==> src/rtl/core/gda_pkg.sv <==
// Package for the Gregorian date adder: field widths, calendar constants,
// the month-length table and the command and status structs.
// No dependencies.
package gda_pkg;

    localparam int YEAR_W   = 14;
    localparam int MONTH_W  = 4;
    localparam int DAY_W    = 5;
    localparam int OFFSET_W = 17;
    localparam int CENT_W   = 7;

    localparam logic [YEAR_W-1:0]  YEAR_MIN  = 14'd1;
    localparam logic [YEAR_W-1:0]  YEAR_MAX  = 14'd9999;
    localparam logic [MONTH_W-1:0] MONTH_JAN = 4'd1;
    localparam logic [MONTH_W-1:0] MONTH_FEB = 4'd2;
    localparam logic [MONTH_W-1:0] MONTH_DEC = 4'd12;
    localparam logic [DAY_W-1:0]   DAY_FIRST = 5'd1;
    localparam logic [DAY_W-1:0]   DAY_LAST  = 5'd31;
    localparam logic [DAY_W-1:0]   FEB_LEAP  = 5'd29;

    localparam logic [CENT_W-1:0]  CENT_LAST = 7'd99;
    localparam logic [YEAR_W-1:0]  CENTURY   = 14'd100;

    // Division of a year below 10000 by 100 as (year * 5243) >> 19.
    localparam int PROD_W      = 27;
    localparam int RECIP_SHIFT = 19;
    localparam logic [PROD_W-1:0] RECIP_100 = 27'd5243;

    localparam logic [DAY_W-1:0] MONTH_LEN [0:12] = '{
        5'd0, 5'd31, 5'd28, 5'd31, 5'd30, 5'd31, 5'd30,
        5'd31, 5'd31, 5'd30, 5'd31, 5'd30, 5'd31
    };

    typedef struct packed {
        logic load;
        logic div;
        logic rem;
        logic fix;
        logic step;
        logic emit;
    } cmd_t;

    typedef struct packed {
        logic walk_done;
    } status_t;

    function automatic logic [DAY_W-1:0] month_len(input logic [MONTH_W-1:0] m,
                                                   input logic leap);
        logic [DAY_W-1:0] len;
        if (m == MONTH_FEB && leap) begin
            len = FEB_LEAP;
        end
        else if (m == 4'd0 || m > MONTH_DEC) begin
            len = DAY_LAST;
        end
        else begin
            len = MONTH_LEN[m];
        end
        return len;
    endfunction

endpackage

==> src/rtl/core/gda_in_if.sv <==
// Request channel of the Gregorian date adder: valid, ready and the start date.
// Depends on gda_pkg for the field widths.
interface gda_in_if;
    logic                          valid;
    logic                          ready;
    logic [gda_pkg::YEAR_W-1:0]    start_year;
    logic [gda_pkg::MONTH_W-1:0]   start_month;
    logic [gda_pkg::DAY_W-1:0]     start_day;
    logic signed [gda_pkg::OFFSET_W-1:0] day_offset;

    modport source (output valid, output start_year, output start_month,
                    output start_day, output day_offset, input ready);
    modport sink (input valid, input start_year, input start_month,
                  input start_day, input day_offset, output ready);
endinterface

==> src/rtl/core/gda_out_if.sv <==
// Result channel of the Gregorian date adder: valid, ready and the result date.
// Depends on gda_pkg for the field widths.
interface gda_out_if;
    logic                        valid;
    logic                        ready;
    logic [gda_pkg::YEAR_W-1:0]  result_year;
    logic [gda_pkg::MONTH_W-1:0] result_month;
    logic [gda_pkg::DAY_W-1:0]   result_day;
    logic                        out_of_range;

    modport source (output valid, output result_year, output result_month,
                    output result_day, output out_of_range, input ready);
    modport sink (input valid, input result_year, input result_month,
                  input result_day, input out_of_range, output ready);
endinterface

==> src/rtl/core/gda_controller.sv <==
// Sequencer of the Gregorian date adder: steps one request through load,
// year split, day fix and the month walk, and owns the result valid flag.
// Depends on gda_pkg.
module gda_controller (
    input  logic              clk,
    input  logic              rst_n,
    input  logic              in_valid,
    output logic              in_ready,
    output logic              out_valid,
    input  logic              out_ready,
    output gda_pkg::cmd_t     cmd,
    input  gda_pkg::status_t  status
);
    import gda_pkg::*;

    typedef enum logic [2:0] {
        S_IDLE,
        S_DIV,
        S_REM,
        S_FIX,
        S_WALK
    } state_t;

    state_t state_reg;
    state_t state_next;
    logic   out_valid_reg;
    logic   out_valid_next;
    logic   slot_free;

    assign slot_free = !out_valid_reg || out_ready;

    always_comb
    begin
        cmd            = '0;
        state_next     = state_reg;
        out_valid_next = out_valid_reg && !out_ready;
        case (state_reg)
            S_IDLE:
            begin
                if (in_valid)
                begin
                    cmd.load   = 1'b1;
                    state_next = S_DIV;
                end
            end
            S_DIV:
            begin
                cmd.div    = 1'b1;
                state_next = S_REM;
            end
            S_REM:
            begin
                cmd.rem    = 1'b1;
                state_next = S_FIX;
            end
            S_FIX:
            begin
                cmd.fix    = 1'b1;
                state_next = S_WALK;
            end
            S_WALK:
            begin
                if (!status.walk_done)
                begin
                    cmd.step = 1'b1;
                end
                else if (slot_free)
                begin
                    cmd.emit       = 1'b1;
                    out_valid_next = 1'b1;
                    state_next     = S_IDLE;
                end
            end
            default:
            begin
                state_next = S_IDLE;
            end
        endcase
    end

    always_ff @(posedge clk or negedge rst_n)
    begin
        if (!rst_n)
        begin
            state_reg     <= S_IDLE;
            out_valid_reg <= 1'b0;
        end
        else
        begin
            state_reg     <= state_next;
            out_valid_reg <= out_valid_next;
        end
    end

    assign in_ready  = (state_reg == S_IDLE);
    assign out_valid = out_valid_reg;

endmodule

==> src/rtl/core/gda_datapath.sv <==
// Datapath of the Gregorian date adder: input clamping, year split into
// century and year-of-century, the one-month-per-cycle walk and the result register.
// Depends on gda_pkg.
module gda_datapath #(
    parameter int MAX_OFFSET = 65535
) (
    input  logic                              clk,
    input  gda_pkg::cmd_t                     cmd,
    output gda_pkg::status_t                  status,
    input  logic [gda_pkg::YEAR_W-1:0]        start_year,
    input  logic [gda_pkg::MONTH_W-1:0]       start_month,
    input  logic [gda_pkg::DAY_W-1:0]         start_day,
    input  logic signed [gda_pkg::OFFSET_W-1:0] day_offset,
    output logic [gda_pkg::YEAR_W-1:0]        result_year,
    output logic [gda_pkg::MONTH_W-1:0]       result_month,
    output logic [gda_pkg::DAY_W-1:0]         result_day,
    output logic                              out_of_range
);
    import gda_pkg::*;

    localparam int SPAN_W = $clog2(MAX_OFFSET + 32) + 1;
    localparam int D_W    = (SPAN_W > OFFSET_W + 1) ? SPAN_W : OFFSET_W + 1;
    localparam logic signed [D_W-1:0] MAX_POS = D_W'(MAX_OFFSET);
    localparam logic signed [D_W-1:0] MAX_NEG = -D_W'(MAX_OFFSET);

    logic [YEAR_W-1:0]        year_reg;
    logic [MONTH_W-1:0]       month_reg;
    logic [DAY_W-1:0]         day_in_reg;
    logic signed [D_W-1:0]    off_reg;
    logic signed [D_W-1:0]    d_reg;
    logic                     back_reg;
    logic                     flag_reg;
    logic [CENT_W-1:0]        quot_reg;
    logic [CENT_W-1:0]        rem_reg;
    logic [1:0]               cen_reg;

    logic [YEAR_W-1:0]        year_res_reg;
    logic [MONTH_W-1:0]       month_res_reg;
    logic [DAY_W-1:0]         day_res_reg;
    logic                     flag_res_reg;

    logic                     leap;
    logic [DAY_W-1:0]         ml_cur;
    logic [DAY_W-1:0]         ml_prev;
    logic [MONTH_W-1:0]       month_prev;
    logic signed [D_W-1:0]    ml_cur_s;
    logic signed [D_W-1:0]    ml_prev_s;
    logic signed [D_W-1:0]    off_ext;
    logic [PROD_W-1:0]        prod;
    logic [YEAR_W-1:0]        rem_full;
    logic [DAY_W-1:0]         day_fixed;
    logic                     fwd_more;
    logic                     back_more;

    assign leap       = (rem_reg == '0) ? (cen_reg == 2'd0) : (year_reg[1:0] == 2'd0);
    assign ml_cur     = month_len(month_reg, leap);
    assign month_prev = (month_reg == MONTH_JAN) ? MONTH_DEC : month_reg - MONTH_JAN;
    assign ml_prev    = month_len(month_prev, leap);
    assign ml_cur_s   = $signed({{(D_W-DAY_W){1'b0}}, ml_cur});
    assign ml_prev_s  = $signed({{(D_W-DAY_W){1'b0}}, ml_prev});
    assign off_ext    = $signed({{(D_W-OFFSET_W){day_offset[OFFSET_W-1]}}, day_offset});
    assign prod       = PROD_W'(year_reg) * RECIP_100;
    assign rem_full   = year_reg - YEAR_W'(quot_reg) * CENTURY;
    assign fwd_more   = (d_reg > ml_cur_s);
    assign back_more  = (d_reg <= $signed(D_W'(0)));

    always_comb
    begin
        if (day_in_reg == '0)
        begin
            day_fixed = DAY_FIRST;
        end
        else if (day_in_reg > ml_cur)
        begin
            day_fixed = ml_cur;
        end
        else
        begin
            day_fixed = day_in_reg;
        end
    end

    assign status.walk_done = back_reg ? !back_more : !fwd_more;

    always_ff @(posedge clk)
    begin
        if (cmd.load)
        begin
            if (start_year < YEAR_MIN)
            begin
                year_reg <= YEAR_MIN;
            end
            else if (start_year > YEAR_MAX)
            begin
                year_reg <= YEAR_MAX;
            end
            else
            begin
                year_reg <= start_year;
            end
            if (start_month < MONTH_JAN)
            begin
                month_reg <= MONTH_JAN;
            end
            else if (start_month > MONTH_DEC)
            begin
                month_reg <= MONTH_DEC;
            end
            else
            begin
                month_reg <= start_month;
            end
            if (off_ext > MAX_POS)
            begin
                off_reg <= MAX_POS;
            end
            else if (off_ext < MAX_NEG)
            begin
                off_reg <= MAX_NEG;
            end
            else
            begin
                off_reg <= off_ext;
            end
            day_in_reg <= start_day;
            back_reg   <= day_offset[OFFSET_W-1];
            flag_reg   <= 1'b0;
        end

        if (cmd.div)
        begin
            quot_reg <= prod[RECIP_SHIFT +: CENT_W];
        end

        if (cmd.rem)
        begin
            rem_reg <= rem_full[CENT_W-1:0];
            cen_reg <= quot_reg[1:0];
        end

        if (cmd.fix)
        begin
            d_reg <= $signed({{(D_W-DAY_W){1'b0}}, day_fixed}) + off_reg;
        end

        if (cmd.step)
        begin
            if (!back_reg)
            begin
                if (month_reg == MONTH_DEC)
                begin
                    if (year_reg == YEAR_MAX)
                    begin
                        d_reg    <= $signed({{(D_W-DAY_W){1'b0}}, DAY_LAST});
                        flag_reg <= 1'b1;
                    end
                    else
                    begin
                        d_reg     <= d_reg - ml_cur_s;
                        month_reg <= MONTH_JAN;
                        year_reg  <= year_reg + YEAR_MIN;
                        if (rem_reg == CENT_LAST)
                        begin
                            rem_reg <= '0;
                            cen_reg <= cen_reg + 2'd1;
                        end
                        else
                        begin
                            rem_reg <= rem_reg + CENT_W'(1);
                        end
                    end
                end
                else
                begin
                    d_reg     <= d_reg - ml_cur_s;
                    month_reg <= month_reg + MONTH_JAN;
                end
            end
            else
            begin
                if (month_reg == MONTH_JAN)
                begin
                    if (year_reg == YEAR_MIN)
                    begin
                        d_reg    <= $signed({{(D_W-DAY_W){1'b0}}, DAY_FIRST});
                        flag_reg <= 1'b1;
                    end
                    else
                    begin
                        d_reg     <= d_reg + ml_prev_s;
                        month_reg <= MONTH_DEC;
                        year_reg  <= year_reg - YEAR_MIN;
                        if (rem_reg == '0)
                        begin
                            rem_reg <= CENT_LAST;
                            cen_reg <= cen_reg - 2'd1;
                        end
                        else
                        begin
                            rem_reg <= rem_reg - CENT_W'(1);
                        end
                    end
                end
                else
                begin
                    d_reg     <= d_reg + ml_prev_s;
                    month_reg <= month_prev;
                end
            end
        end

        if (cmd.emit)
        begin
            year_res_reg  <= year_reg;
            month_res_reg <= month_reg;
            day_res_reg   <= d_reg[DAY_W-1:0];
            flag_res_reg  <= flag_reg;
        end
    end

    assign result_year  = year_res_reg;
    assign result_month = month_res_reg;
    assign result_day   = day_res_reg;
    assign out_of_range = flag_res_reg;

endmodule

==> src/rtl/core/gregorian_date_add_days.sv <==
// Gregorian date adder: adds a signed day offset to a year-month-day date,
// walking one calendar month per clock with the 400/100/4 leap-year rule.
// Depends on gda_pkg, gda_in_if, gda_out_if, gda_controller and gda_datapath.
//
// One request at a time is in work; it steps through load, year split, day fix
// and the month walk. A finished result waits in an output register, so the
// next request is taken while it is pending. Out-of-range inputs are clamped,
// and a result that leaves years 1 to 9999 saturates to the nearest bound date
// with out_of_range set.
module gregorian_date_add_days #(
    parameter int MAX_OFFSET = 65535
) (
    input  logic      clk,
    input  logic      rst_n,
    gda_in_if.sink    request,
    gda_out_if.source result
);
    import gda_pkg::*;

    cmd_t    cmd;
    status_t status;

    gda_controller u_ctrl (
        .clk       (clk),
        .rst_n     (rst_n),
        .in_valid  (request.valid),
        .in_ready  (request.ready),
        .out_valid (result.valid),
        .out_ready (result.ready),
        .cmd       (cmd),
        .status    (status)
    );

    gda_datapath #(
        .MAX_OFFSET (MAX_OFFSET)
    ) u_dp (
        .clk          (clk),
        .cmd          (cmd),
        .status       (status),
        .start_year   (request.start_year),
        .start_month  (request.start_month),
        .start_day    (request.start_day),
        .day_offset   (request.day_offset),
        .result_year  (result.result_year),
        .result_month (result.result_month),
        .result_day   (result.result_day),
        .out_of_range (result.out_of_range)
    );

`ifndef SYNTHESIS
    a_one_in_work: assert property (@(posedge clk) disable iff (!rst_n)
        request.valid && request.ready |=> !request.ready)
        else $error("request accepted while another is in work");

    a_sat_date: assert property (@(posedge clk) disable iff (!rst_n)
        result.valid && result.out_of_range |->
            (result.result_year == YEAR_MAX && result.result_month == MONTH_DEC &&
             result.result_day == DAY_LAST) ||
            (result.result_year == YEAR_MIN && result.result_month == MONTH_JAN &&
             result.result_day == DAY_FIRST))
        else $error("out_of_range result is not a bound date");

    a_result_legal: assert property (@(posedge clk) disable iff (!rst_n)
        result.valid |-> result.result_month >= MONTH_JAN &&
            result.result_month <= MONTH_DEC && result.result_day >= DAY_FIRST &&
            result.result_year >= YEAR_MIN && result.result_year <= YEAR_MAX)
        else $error("result date fields out of range");

    a_emit_only_done: assert property (@(posedge clk) disable iff (!rst_n)
        cmd.emit |-> status.walk_done && !cmd.step)
        else $error("result stored before the month walk finished");
`endif

endmodule
==> src/flat_wrapper.sv <==
// flat-port wrapper written by rule: the top's interface ports become plain ports
module gregorian_date_add_days_flat import gda_pkg::*;
#(
    parameter int MAX_OFFSET = 65535
)
  (clk, rst_n, request_valid, request_start_year, request_start_month, request_start_day, request_day_offset, request_ready, result_valid, result_result_year, result_result_month, result_result_day, result_out_of_range, result_ready);
  gda_in_if request_i ();
  gda_out_if result_i ();
  input  logic clk;
  input  logic rst_n;
  input wire logic [$bits(request_i.valid)-1:0] request_valid;
  input wire logic [$bits(request_i.start_year)-1:0] request_start_year;
  input wire logic [$bits(request_i.start_month)-1:0] request_start_month;
  input wire logic [$bits(request_i.start_day)-1:0] request_start_day;
  input wire logic [$bits(request_i.day_offset)-1:0] request_day_offset;
  output wire logic [$bits(request_i.ready)-1:0] request_ready;
  output wire logic [$bits(result_i.valid)-1:0] result_valid;
  output wire logic [$bits(result_i.result_year)-1:0] result_result_year;
  output wire logic [$bits(result_i.result_month)-1:0] result_result_month;
  output wire logic [$bits(result_i.result_day)-1:0] result_result_day;
  output wire logic [$bits(result_i.out_of_range)-1:0] result_out_of_range;
  input wire logic [$bits(result_i.ready)-1:0] result_ready;
  assign request_i.valid = request_valid;
  assign request_i.start_year = request_start_year;
  assign request_i.start_month = request_start_month;
  assign request_i.start_day = request_start_day;
  assign request_i.day_offset = request_day_offset;
  assign request_ready = request_i.ready;
  assign result_valid = result_i.valid;
  assign result_result_year = result_i.result_year;
  assign result_result_month = result_i.result_month;
  assign result_result_day = result_i.result_day;
  assign result_out_of_range = result_i.out_of_range;
  assign result_i.ready = result_ready;
  gregorian_date_add_days #(.MAX_OFFSET(MAX_OFFSET)) u_core (.clk(clk), .rst_n(rst_n), .request(request_i), .result(result_i));
endmodule
==> config.mk <==
export PLATFORM = sky130hd
export DESIGN_NAME = gregorian_date_add_days_flat
export DESIGN_NICKNAME = d
export VERILOG_FILES = /design/src/rtl/core/gda_pkg.sv /design/src/rtl/core/gda_in_if.sv /design/src/rtl/core/gda_out_if.sv /design/src/rtl/core/gda_controller.sv /design/src/rtl/core/gda_datapath.sv /design/src/rtl/core/gregorian_date_add_days.sv /design/src/flat_wrapper.sv
export SDC_FILE = /design/constraint.sdc
export NUM_CORES = 1
export LEC_CHECK = 0
export BUFFER_PORTS_ARGS = -buffer_cell sky130_fd_sc_hd__buf_2
export CORE_MARGIN = 8
export CORE_UTILIZATION = 35
export DETAILED_ROUTE_END_ITERATION = 16
export SLEW_MARGIN = 5
export SYNTH_ARGS = -nofsm -noshare
export SYNTH_HDL_FRONTEND = slang
export SYNTH_SLANG_ARGS = --single-unit
export TNS_END_PERCENT = 1
==> constraint.sdc <==
create_clock -name clk -period 10.6 [get_ports clk]
set_clock_uncertainty 0.05 [all_clocks]
set_input_delay 1.06 -clock clk [delete_from_list [all_inputs] [get_ports clk]]
set_output_delay 1.06 -clock clk [all_outputs]
set_load 0.005 [all_outputs]
* After elaboration in Yosys (flattened, before gate mapping) *
Memories as Yosys holds them, arrays and structs flattened.
Index checks and enable logic that the tools add are counted.

storage, ports and cells
  memories = 2
  memory bits (read-only) = 160
  bits in latches = 0
  logic and storage cells = 162
  RAM bits = 0
  register bits after elaboration = 105

memories
  memory           depth  width  rd ports  clocked after Yosys merged registers in  wr ports  RTL line       text
  (no name shown)  16     5      1         0                                        0         gda_pkg.sv:57  len = MONTH_LEN[m];
  (no name shown)  16     5      1         0                                        0         gda_pkg.sv:57

cells by class
  reduce and logical (&&, ||, !) cells = 20
  multiplexer cells = 80
  equal/unequal tests = 14
  magnitude comparators = 13
  divide/modulo/power cells = 0
  bitwise logic cells = 2
  add/sub/neg operators = 12
  multiply operators = 2
  shifts and indexed selects = 0

operator list
  kind                                                                     number
  18-bit 2-to-1 mux                                                        8
  14-bit 2-to-1 mux                                                        9
  7-bit 2-to-1 mux                                                         9
  5-bit 2-to-1 mux                                                         10
  4-bit 2-to-1 mux                                                         10
  14-bit by 13-bit multiplier with 26-bit output (second input constant)   1
  1-bit 2-to-1 mux                                                         20
  2-bit 2-to-1 mux                                                         10
  18-bit by 6-bit adder with 18-bit output                                 1
  6-bit by 18-bit adder with 18-bit output                                 1
  18-bit by 6-bit greater-than comparator with 1-bit output                1
  18-bit by 1-bit <= comparator with 1-bit output (second input constant)  1
  18-bit by 6-bit subtractor with 18-bit output                            1
  17-bit greater-than comparator (second input constant)                   1
  17-bit < comparator (second input constant)                              1
  3-bit one-hot mux with 5 select lines                                    1
  14-bit by 1-bit adder with 14-bit output (second input constant)         1
  14-bit by 1-bit equality test with 1-bit output (second input constant)  1
  14-bit equality test (second input constant)                             1
  14-bit greater-than comparator (second input constant)                   1
  14-bit by 1-bit < comparator with 1-bit output (second input constant)   1
  14-bit by 1-bit subtractor with 14-bit output (second input constant)    1
  4-bit greater-than comparator (second input constant)                    3
  5-bit >= comparator (second input constant)                              2
  31 further kinds                                                         47

* Depth between registers and ports, before layout *
Gate-level depths: netlist (run 1).

  depth after elaboration = 13
  depth in mapped cells = 23
  gate-level depth less buffers = 23

* By module *
A second synthesis (run 1) with hierarchy kept.

unflattened totals
  cell total of the unflattened synthesis = 1134
  area total of the unflattened synthesis = 10745.3 sq um

by module, submodules not included
  module          seq. area each (sq um)  times used  area an instance (sq um)  cells each
  gda_datapath    2662.6                  1           10521.3                   1112
  gda_controller  100.1                   1           224.0                     22

* Worst setup path before layout (run 1) *
No wires, ideal clock.

  kind = reg2reg
  start point = reg u_core.u_dp.rem_reg[2]
  end point = reg u_core.u_dp.d_reg[8], data pin
  cell stages (with the launch flop) = 22
  data required time = 10290 ps
  path slack = 5729 ps
  arrival = 4561 ps
  buffers on the path = 2
  clock period less this slack = 4871 ps
  cell sequence = dfxtp_1 > buf_6 > or3_1 > buf_2 > or4b_4 > a21boi_0 > o21a_1 > ha_1 > nor2b_1 > o21a_1 > o21a_1 > o21a_1 > o21ai_0 > o211ai_1 > ha_1 > fa_1 > a21o_1 > a21oi_1 > o21bai_1 > nand4_1 > xnor2_1 > mux2_2

on the way
  longest elaborated chain between the ends = 10

RTL lines
  what                                                                                                        RTL line                                   text
  from (decl)                                                                                                 gda_datapath.sv:34                         logic [CENT_W-1:0] rem_reg;
  from (signal assigned)                                                                                      gda_datapath.sv:137                        rem_reg <= rem_full[CENT_W-1:0];
  from (signal assigned)                                                                                      gda_datapath.sv:169                        rem_reg <= rem_reg + CENT_W'(1);
  from (signal assigned)                                                                                      gda_datapath.sv:200                        rem_reg <= rem_reg - CENT_W'(1);
  7-bit zero test (*)                                                                                         gda_datapath.sv:55                         assign leap = (rem_reg == '0) ? (cen_reg == 2'd0) : (year_reg[1:0] == 2'd0);
  1-bit 2-to-1 mux (*)                                                                                        gda_datapath.sv:55
  1-bit logical AND                                                                                           gda_pkg.sv:50                              if (m == MONTH_FEB && leap) begin
  5-bit 2-to-1 mux                                                                                            gda_pkg.sv:50
  5-bit greater-than comparator or 18-bit by 6-bit greater-than comparator with 1-bit output (tied branches)  gda_datapath.sv:73, gda_datapath.sv:64
  5-bit 2-to-1 mux or 1-bit zero test (tied branches)                                                         gda_datapath.sv:73, gda_datapath.sv:83
  5-bit 2-to-1 mux or 1-bit 2-to-1 mux (tied branches)                                                        gda_datapath.sv:69, gda_datapath.sv:83
  6-bit by 18-bit adder with 18-bit output or 1-bit 2-to-1 mux (tied branches)                                gda_datapath.sv:143, gda_controller.sv:63
  18-bit 2-to-1 mux or 2-bit 2-to-1 mux (tied branches)                                                       gda_datapath.sv:141, gda_controller.sv:37
  18-bit 2-to-1 mux (*)                                                                                       gda_datapath.sv:146                        if (cmd.step)
  to (signal assigned)                                                                                        gda_datapath.sv:143                        d_reg <= $signed({{(D_W-DAY_W){1'b0}}, day_fixed}) + off_reg;
  to (signal assigned)                                                                                        gda_datapath.sv:154                        d_reg <= $signed({{(D_W-DAY_W){1'b0}}, DAY_LAST});
  to (signal assigned)                                                                                        gda_datapath.sv:159                        d_reg <= d_reg - ml_cur_s;
  to (decl)                                                                                                   gda_datapath.sv:30                         logic signed [D_W-1:0] d_reg;

Every way passes the cells marked *; elsewhere a longest branch is shown, timed or not. The select of a mux whose other input is x is not followed.
A chain may end at the register's enable or synchronous reset.

* Worst setup path after layout (run 1) *
  start point = reg u_core.u_dp.year_reg[1]
  end point = reg u_core.u_dp.year_reg[13]

on the way
  longest elaborated chain between the ends = 10

RTL lines
  what                                                       RTL line              text
  from (decl)                                                gda_datapath.sv:26    logic [YEAR_W-1:0] year_reg;
  from (signal assigned)                                     gda_datapath.sv:99    year_reg <= start_year;
  from (signal assigned)                                     gda_datapath.sv:161   year_reg <= year_reg + YEAR_MIN;
  from (signal assigned)                                     gda_datapath.sv:192   year_reg <= year_reg - YEAR_MIN;
  2-bit zero test                                            gda_datapath.sv:55
  1-bit 2-to-1 mux                                           gda_datapath.sv:55
  1-bit logical AND                                          gda_pkg.sv:50
  5-bit 2-to-1 mux                                           gda_pkg.sv:50
  18-bit by 6-bit greater-than comparator with 1-bit output  gda_datapath.sv:64    assign fwd_more = (d_reg > ml_cur_s);
  1-bit zero test                                            gda_datapath.sv:83    assign status.walk_done = back_reg ? !back_more : !fwd_more;
  1-bit 2-to-1 mux                                           gda_datapath.sv:83
  1-bit 2-to-1 mux                                           gda_controller.sv:63  if (!status.walk_done)
  2-bit 2-to-1 mux                                           gda_controller.sv:37  case (state_reg)
  14-bit 2-to-1 mux (*)                                      gda_datapath.sv:146

Every way passes the cells marked *; elsewhere a longest branch is shown, timed or not.

==> flow_results.org, run 1 <==
** Outcome
- Result of the run :: finished clean

** Route
- For this block, wires on met1 add up to between 10000 and 15000 um.
- Detail-routed net length per standard cell :: between 15 and 20 um
- DR DRC count :: 0
- Number of antenna-violating nets in the routed design :: 0
- Detailed Route Iter0 Violations :: 657
- The detailed router used layers up to and including met5.
- The first TritonRoute pass finished after 5 iterations.
- After detailed routing, the number of vias per cell comes to ~5.4.
- After detailed routing, the met3 layer carries 2050 um of wire.
- Wire segments on met2 add up to about 12000 um in the final route.
- The detailed router placed 8722 vias in this run.
- The final layout contains routed wiring with a total length of approximately 28000 um.

** Worst hold path
- The worst hold path belongs to the class register to register.
- The worst hold path begins at u_core.u_dp.flag_reg.
- Hold Path End :: u_core.u_dp.out_of_range
- Worst hold path depth :: 0

** Synthesis
- The cell area that synthesis handed to floorplanning was 10600 um2.
- Yosys mapped a number of flops with a built-in enable equal to 70.
- When the netlist entered floorplanning its net count stood at 1410.
- Yosys reg bits :: 102
- Synthesis handed over a netlist of 1149 instances.
- After synthesis, the mean cell area works out to 9.26 um2.
- Yosys cell types :: 73
- Ys flop type :: edfxtp_1
- In the synthesized netlist the async set-or-reset flop fraction comes to 3.92%.
- Sequential cells were found to cover 26.0% of the synthesized design area.
- The top cell type by area accounts for 19.8% of the synthesized area.
- For this run, the number of Yosys warnings is 0.
- edfxtp_1 takes more of the synthesized area than any other cell.
- Cells taking the most area after synthesis :: edfxtp_1, ha_1, fa_1

** Critical path
- The startpoint identified for the worst register-to-register timing path is u_core.u_dp.year_reg[1].
- Counting cells, the worst reg-to-reg path comes to 16.
- Cell-by-cell listing of the critical path :: inv_1, ha_1, o31ai_1, and2_4, o21ai_0, o21ai_0, inv_1, ha_1, fa_1, nor2b_1, o31a_1, o22a_1, o21a_1, buf_4, and3_1, o32ai_1
- The worst setup path is captured at a register.
- The critical path is of the register to register type.
- Longest individual stage delay on the worst path :: about 0.7 ns
- Cell class contributing the biggest share of worst-path delay :: compound AO/OA/AOI/OAI gates
- STA classifies the critical path startpoint as a register.
- R2r endpoint :: u_core.u_dp.year_reg[13]
- Critical path buffers and inverters :: 3
- Critical path required time :: 10.79 ns
- Setup slack on the worst reg-to-reg path comes out at between 5 and 6 ns.
- Worst EP arrival :: 5.52 ns
- Of all nets on the critical path, the largest fanout is 23.
- On the critical path, the stage with the largest delay is an instance of dfxtp_1.

** Timing
- Worst slew margin :: around 36%
- RSZ-0062 raised after global routing :: no
- Total of endpoints with negative setup slack in the final report :: 0
- Period utilisation layout :: about half
- Fin. max-slew vios :: 0
- Based on the critical path, the design can be clocked at up to 187 MHz.
- Summed over all failing endpoints, the final setup total negative slack is 0 ns.
- At the pin with the least slew margin, the transition time is 0.959 ns.
- The number of hold violations in the final report came to 0.
- Final worst path period need :: between 5 and 6 ns

** Floorplan
- During I/O placement, the number of pins put on the boundary was 70.
- Standard cell core area :: 30300 um2
- FP Rows :: 64
- DIE WIDTH :: 190 um
- The floorplan step set the die height to 190 um.
- The die covers 36200 um2.
- For this configuration, the core starts out at a cell density of a little over a third.

** Clock network
- Largest buffer count on any clock path :: 2
- TritonCTS buffer count :: 9
- Post-cts hold buffer count :: 0
- The root buffer cell chosen for the clock tree is clkbuf_16.
- Clock H-tree levels :: 3
- Number of instances resized during post-cts repair :: 0
- Clock slew at reported path FFs :: roughly 0.08 ns
- The later pin in the worst-skew pair is clocked with a latency of between 0.3 and 0.4 ns.
- Counting every sink on the clock net gives 102.
- Buffers inserted during post-CTS setup optimization :: 0
- CTS tree :: yes

** Final layout
- 0 antenna diodes ended up in the layout.
- In the final layout, the multi-input gates occupy 7130 um2.
- The filler cells instantiated in the layout total 3087.
- The area growth from synthesis to layout is 10.3%.
- Number of flip-flops in the largest register :: 18
- Sequential cell area :: 2760 um2
- NumNets Final :: between 1000 and 1500
- In the final layout, the share of cells above drive strength 1 is 9.83%.

** Job
- Max Cap Violations :: 0

** Global routing
- The total overflow left after global routing is 0.
- GR Util All Layers :: 15.8%
- Vias in the first global route :: 8442
- Global-route wire length before repair :: 46000 um
- Largest net degree at the start of global routing :: 34
- Number of antenna violations at the first check in global routing :: 1

** Placed design
- RD Place Congestion :: between 0.8 and 0.9
- The wire-length estimate of the detail-placed layout is roughly 22000 um.
- Port Buf Inserts :: 69
kinds of logic after synthesis:
group           Yosys count  synth area share (%)
buf+inv                 199                  7.21
xor+xnor                 38                  3.13
simple gates            300                  14.4
compound gates          284                  18.3
flops                   102                  26.0
mux                       9                 0.870
fa+ha+maj               217                  30.2
final cells by class:
type / instances / area share (%)
clock buffer: 9 / 1.92
sequential: 102 / 23.5
timing repair buffer: 81 / 3.71
multi-input combinational: 848 / 60.8
tap: 396 / 4.22
clock inverter: 7 / 0.650
inverter: 163 / 5.21
layout by cell type (no fill, tap or decap), types with 9 or more instances in the layout:
cell       Yosys  routed
buf_4          0      12
xnor2_1       25      25
a21oi_1       57      57
inv_1        161     161
dfxtp_1       28      28
buf_2          9      69
nor2_1        71      70
and3_1        12      12
clkbuf_16      0       9
a21o_1        12      12
nand2_1       60      60
o21a_1        12      12
ha_1         151     151
fa_1          66      66
o21ai_0       53      52
nand3_1       32      32
nor3_1        27      27
nor4_1        15      15
edfxtp_1      70      70
o22ai_1       24      24
nand4_1       12      12
xor2_1        13      13
nor2b_1       24      24
cell usage after synthesis, types with 4 or more instances:
| master | n |
|---|---|
| a211oi_1 | 9 |
| a21boi_0 | 4 |
| a21o_1 | 12 |
| a21oi_1 | 57 |
| a221o_1 | 8 |
| a221oi_1 | 8 |
| a22o_1 | 4 |
| a22oi_1 | 6 |
| a2bb2oi_1 | 4 |
| a31o_2 | 4 |
| a31oi_1 | 8 |
| a32oi_1 | 8 |
| and2_1 | 6 |
| and3_1 | 12 |
| and4_1 | 4 |
| buf_2 | 9 |
| clkbuf_1 | 25 |
| dfrtp_1 | 4 |
| dfxtp_1 | 28 |
| edfxtp_1 | 70 |
| fa_1 | 66 |
| ha_1 | 151 |
| inv_1 | 161 |
| mux2i_1 | 7 |
| nand2_1 | 60 |
| nand2b_1 | 7 |
| nand3_1 | 32 |
| nand4_1 | 12 |
| nor2_1 | 71 |
| nor2b_1 | 24 |
| nor3_1 | 27 |
| nor3b_1 | 7 |
| nor4_1 | 15 |
| o211ai_1 | 8 |
| o21a_1 | 12 |
| o21ai_0 | 53 |
| o221ai_1 | 8 |
| o22ai_1 | 24 |
| o31ai_1 | 9 |
| o32ai_1 | 8 |
| or3_1 | 7 |
| xnor2_1 | 25 |
| xor2_1 | 13 |
layer usage:
layer | global-route usage, % | vias to the layer above
li1 | - | 4256
met1 | 23.4 | 4132
met2 | 23.1 | 302
met3 | 2.63 | 30
met4 | 4.53 | 2
met5 | 0 | -
worst max-delay path by stage:
stage	cells past startpoint	slack, ns	endpoint	start
after floorplan	21	5.73	u_core.u_dp.d_reg[8]	u_core.u_dp.rem_reg[2]
after global placement	16	5.41	u_core.u_dp.year_reg[5]	u_core.u_dp.year_reg[1]
after detailed placement	19	5.35	u_core.u_dp.d_reg[8]	u_core.u_dp.rem_reg[2]
after CTS	19	5.33	u_core.u_dp.d_reg[8]	u_core.u_dp.rem_reg[2]
after global routing	20	4.87	u_core.u_dp.d_reg[9]	u_core.u_dp.year_reg[1]
final	16	5.26	u_core.u_dp.year_reg[13]	u_core.u_dp.year_reg[1]
through the flow:
step / cells / util [%] / hold slack, ns / area [um2] / setup slack [ns]
finish: 1606 / 38.8 / 0.404 / 11700 / 5.26
floorplan: 1149 / - / 0.353 / 10600 / 5.73
CTS: 1606 / 38.8 / 0.400 / 11700 / 5.33
detailed placement: 1590 / 37.8 / 0.381 / 11400 / 5.35
global route: 1606 / 38.8 / 0.424 / 11700 / 4.87
global placement: 1590 / 37.8 / 0.369 / 11400 / 5.41
Power of run 1 is left out: the tool's default activity adds up to more than one toggle a clock period on the data nets, which glitch-free logic cannot reach.
==> run 2, diff against run 1 <==
==> constraint.sdc (replaced) <==
create_clock -name clk -period 4.7 [get_ports clk]
set_clock_uncertainty 0.05 [all_clocks]
set_input_delay 0.47 -clock clk [delete_from_list [all_inputs] [get_ports clk]]
set_output_delay 0.47 -clock clk [all_outputs]
set_load 0.005 [all_outputs]
==> run 2 against run 1 <==
  * Core utilization is 2.9 points higher
  * Fmax is 17% higher
  * Worst hold slack worse by 0.16 ns
  * Register-to-register slack worse by 5.1 ns
  * Critical endpoint is now u_core.u_dp.quot_reg[1]
  * Die area stayed put
  * Final cell count is 4.7% higher
  * Sequential share of layout area is 1.5 points lower
  * Via count is 3.5% higher
==> flow_results.org, run 2 (synthesized netlist as in run 1, its figures left out) <==
** Worst hold path
- In this run the worst hold path is classified as input port to register.
- Hold wc startpoint :: request_start_day[4]

** Clock network
- The number of buffers created by CTS is 9 (unchanged).
- TritonCTS sink count :: 102 (unchanged)
- Clock slew at reported path FFs :: 0.08 ns (about the same)
- CTS tree :: yes
- The number of levels in the clock H-tree came to 3 (unchanged).
- Largest buffer count on any clock path :: 2 (unchanged)
- The clock insertion delay at the later pin of the skew report came to 0.37 ns (about the same).
- The root buffer cell chosen for the clock tree is clkbuf_16.

** Outcome
- Result of the run :: finished clean

** Floorplan
- FP Rows :: 64 (unchanged)
- Vert. Die Dim :: 190 um (unchanged)
- The overall die width was 190 um (unchanged).
- The starting density of the core is 35.2% (unchanged).
- The top-level I/O count was 70 (unchanged).
- The placeable core region came to 30300 um2 (unchanged).
- The area of the die was 36200 um2 (unchanged).

** Timing
- The transition time at the pin with the least slew margin was 1.02 ns (+0.0575 ns).
- RSZ-0062 raised after global routing :: yes
- Maximum clock rate :: 219 MHz (+17%)
- Period utilisation layout :: 97.1% (+47 points)
- Fin. Hold Viols :: 0 (unchanged)
- Total of endpoints with negative setup slack in the final report :: 0 (unchanged)
- Final worst path period need :: 4.56 ns (-0.776 ns)
- The normalized max-slew margin is 32.1% (-4.0 points).
- The max-slew violation count was 0 (unchanged).
- Post-Route Setup TNS :: 0 ns (unchanged)

** Final layout
- The number of flip-flops in the largest register is 18 (unchanged).
- Fillers :: 2976 (-3.6%)
- From synthesis to final layout, the design area changed by 18.6%.
- NumNets Final :: 1541 (+5.1%)
- Final design utilization :: 41.7% (+2.9 points)
- The library cell used most frequently in the layout, excluding fill and tap cells, is inv_1.
- Leaving out fill and tap cells, the most frequent cells in the layout are inv_1, ha_1, buf_4.
- Share of final-layout standard cells stronger than drive strength 1 :: 18.9% (+9.1 points)
- The number of diodes came to 0 (unchanged).

** Placed design
- The number of port buffers came to 69 (unchanged).
- The detailed placer's ending HPWL was 23700 um (+6.1%).
- RD Place Congestion :: 0.895 (+2.8%)

** Route
- Detailed Routing Iterations Pass 1 :: 5 (unchanged)
- Detail-routed net length per standard cell :: 17.9 um (+2.4%)
- Post-Route WL :: 30000 um (+7.2%)
- The total DRC errors in the routed layout came to 0 (unchanged).
- The starting DRC count in detailed routing was 853 (+30%).
- The remaining number of nets flagged by the antenna check after routing was 0 (unchanged).
- The vias after detailed routing was 9029 (+3.5%).
- Number of vias per cell after detailed routing :: 5.37 (-1.1%)

** Critical path
- Critical Path Sink Type :: register
- Crit Path Max Fanout :: 5 (-78%)
- The worst register-to-register path begins at u_core.u_dp.year_reg[8].
- Tracing the worst setup path back leads to its startpoint at u_core.u_dp.year_reg[8].
- Critical path required time :: 4.78 ns (-6.01 ns)
- Worst EP arrival :: 4.64 ns (-0.88 ns)
- Element type at the critical path start :: register
- Class of the most critical setup path :: register to register

** Global routing
- Global-route wire length before repair :: 47900 um (+4.1%)
- The all-layer global routing usage is 16.5% (+0.71 points).
- Gr ovfl total :: 0 (unchanged)
- Number of antenna violations at the first check in global routing :: 1 (unchanged)
- Vias in the first global route :: 8800 (+4.2%)
- Largest net degree at the start of global routing :: 34 (unchanged)

** Job
- The max-capacitance violation count is 0 (unchanged).
-- run 2: changes by cell type in the layout (fill, tap and decap cells not counted), moves of 7 or more --
cell	previous run	this run
o21ai_0	52	45
buf_4	12	83
ha_1	151	143
a21oi_1	57	50
ha_4	0	7
dfxtp_1	28	19
dfxtp_2	0	7
-- run 2: metrics by stage --
stage / cells / hold WS [ns] / worst slack, ns / area [um2]
3_3_place_gp: 1658 / 0.242 / -0.146 / 12000
5_1_grt: 1681 / 0.241 / -0.0628 / 12600
4_1_cts: 1678 / 0.243 / -0.0157 / 12400
3_5_place_dp: 1658 / 0.242 / -0.249 / 12000
6_report: 1681 / 0.245 / 0.138 / 12600
2_1_floorplan: 1149 / 0.124 / -0.0232 / 10600
-- run 2: timing repair --
action / 4_1_cts / 5_1_grt
buffers inserted: 3 / 3
setup endpoints to repair: 12 / 42
hold buffers: 1 / 0
pin swaps: 3 / 26
hold endpoints to repair: 4 / 0
gates resized for setup: 6 / 59
-- run 2: per-layer routing --
| layer | global-route usage (%) | part of all wire (%) | wire length (um) | vias to the layer above |
|---|---|---|---|---|
| met5 | 0 | 0.043 | 13 | - |
| met4 | 4.65 | 1.6 | 476 | 2 |
| met3 | 3.33 | 8.2 | 2450 | 38 |
| met2 | 23.8 | 43 | 12800 | 334 |
| met1 | 24.4 | 47 | 14300 | 4261 |
| li1 | - | - | - | 4394 |
-- run 2: worst paths after layout --
path	to	slack, ns	cells after the start
worst max-delay path	u_core.u_dp.quot_reg[1]	0.14	20
worst min-delay path	u_core.u_dp.day_in_reg[4]	0.24	1
worst max register to register	u_core.u_dp.quot_reg[1]	0.14	20
worst min register to register	u_core.u_dp.out_of_range	0.38	0
max in group asynchronous	u_core.u_ctrl.state_reg[0]	4.08	2
min in group asynchronous	u_core.u_ctrl.out_valid	0.39	2
-- run 2: area by class of cell --
cell class	count	area [um2]	area share (%)
clock buffers	9	225	1.78
inverters	163	612	4.85
clock inverters	7	95.1	0.753
well taps	396	495	3.92
flip-flops and latches	102	2780	22.0
multi-input cells	848	7390	58.5
repair buffers	156	1030	8.16
-- run 2: critical path, stage by stage, from the launching register on --
cell and delay (ns):
dfxtp_2 0.35, buf_4 0.17, ha_4 0.28, inv_1 0.05, fa_1 0.48, fa_1 0.52, inv_1 0.04, ha_1 0.26
inv_1 0.05, fa_1 0.52, inv_1 0.04, ha_1 0.22, buf_4 0.14, o211ai_1 0.26, a21oi_4 0.10, buf_4 0.14
o21ai_2 0.10, o21ai_2 0.11, buf_4 0.15, a31oi_2 0.19, xnor2_1 0.08
Power of run 2 is left out for the same reason.
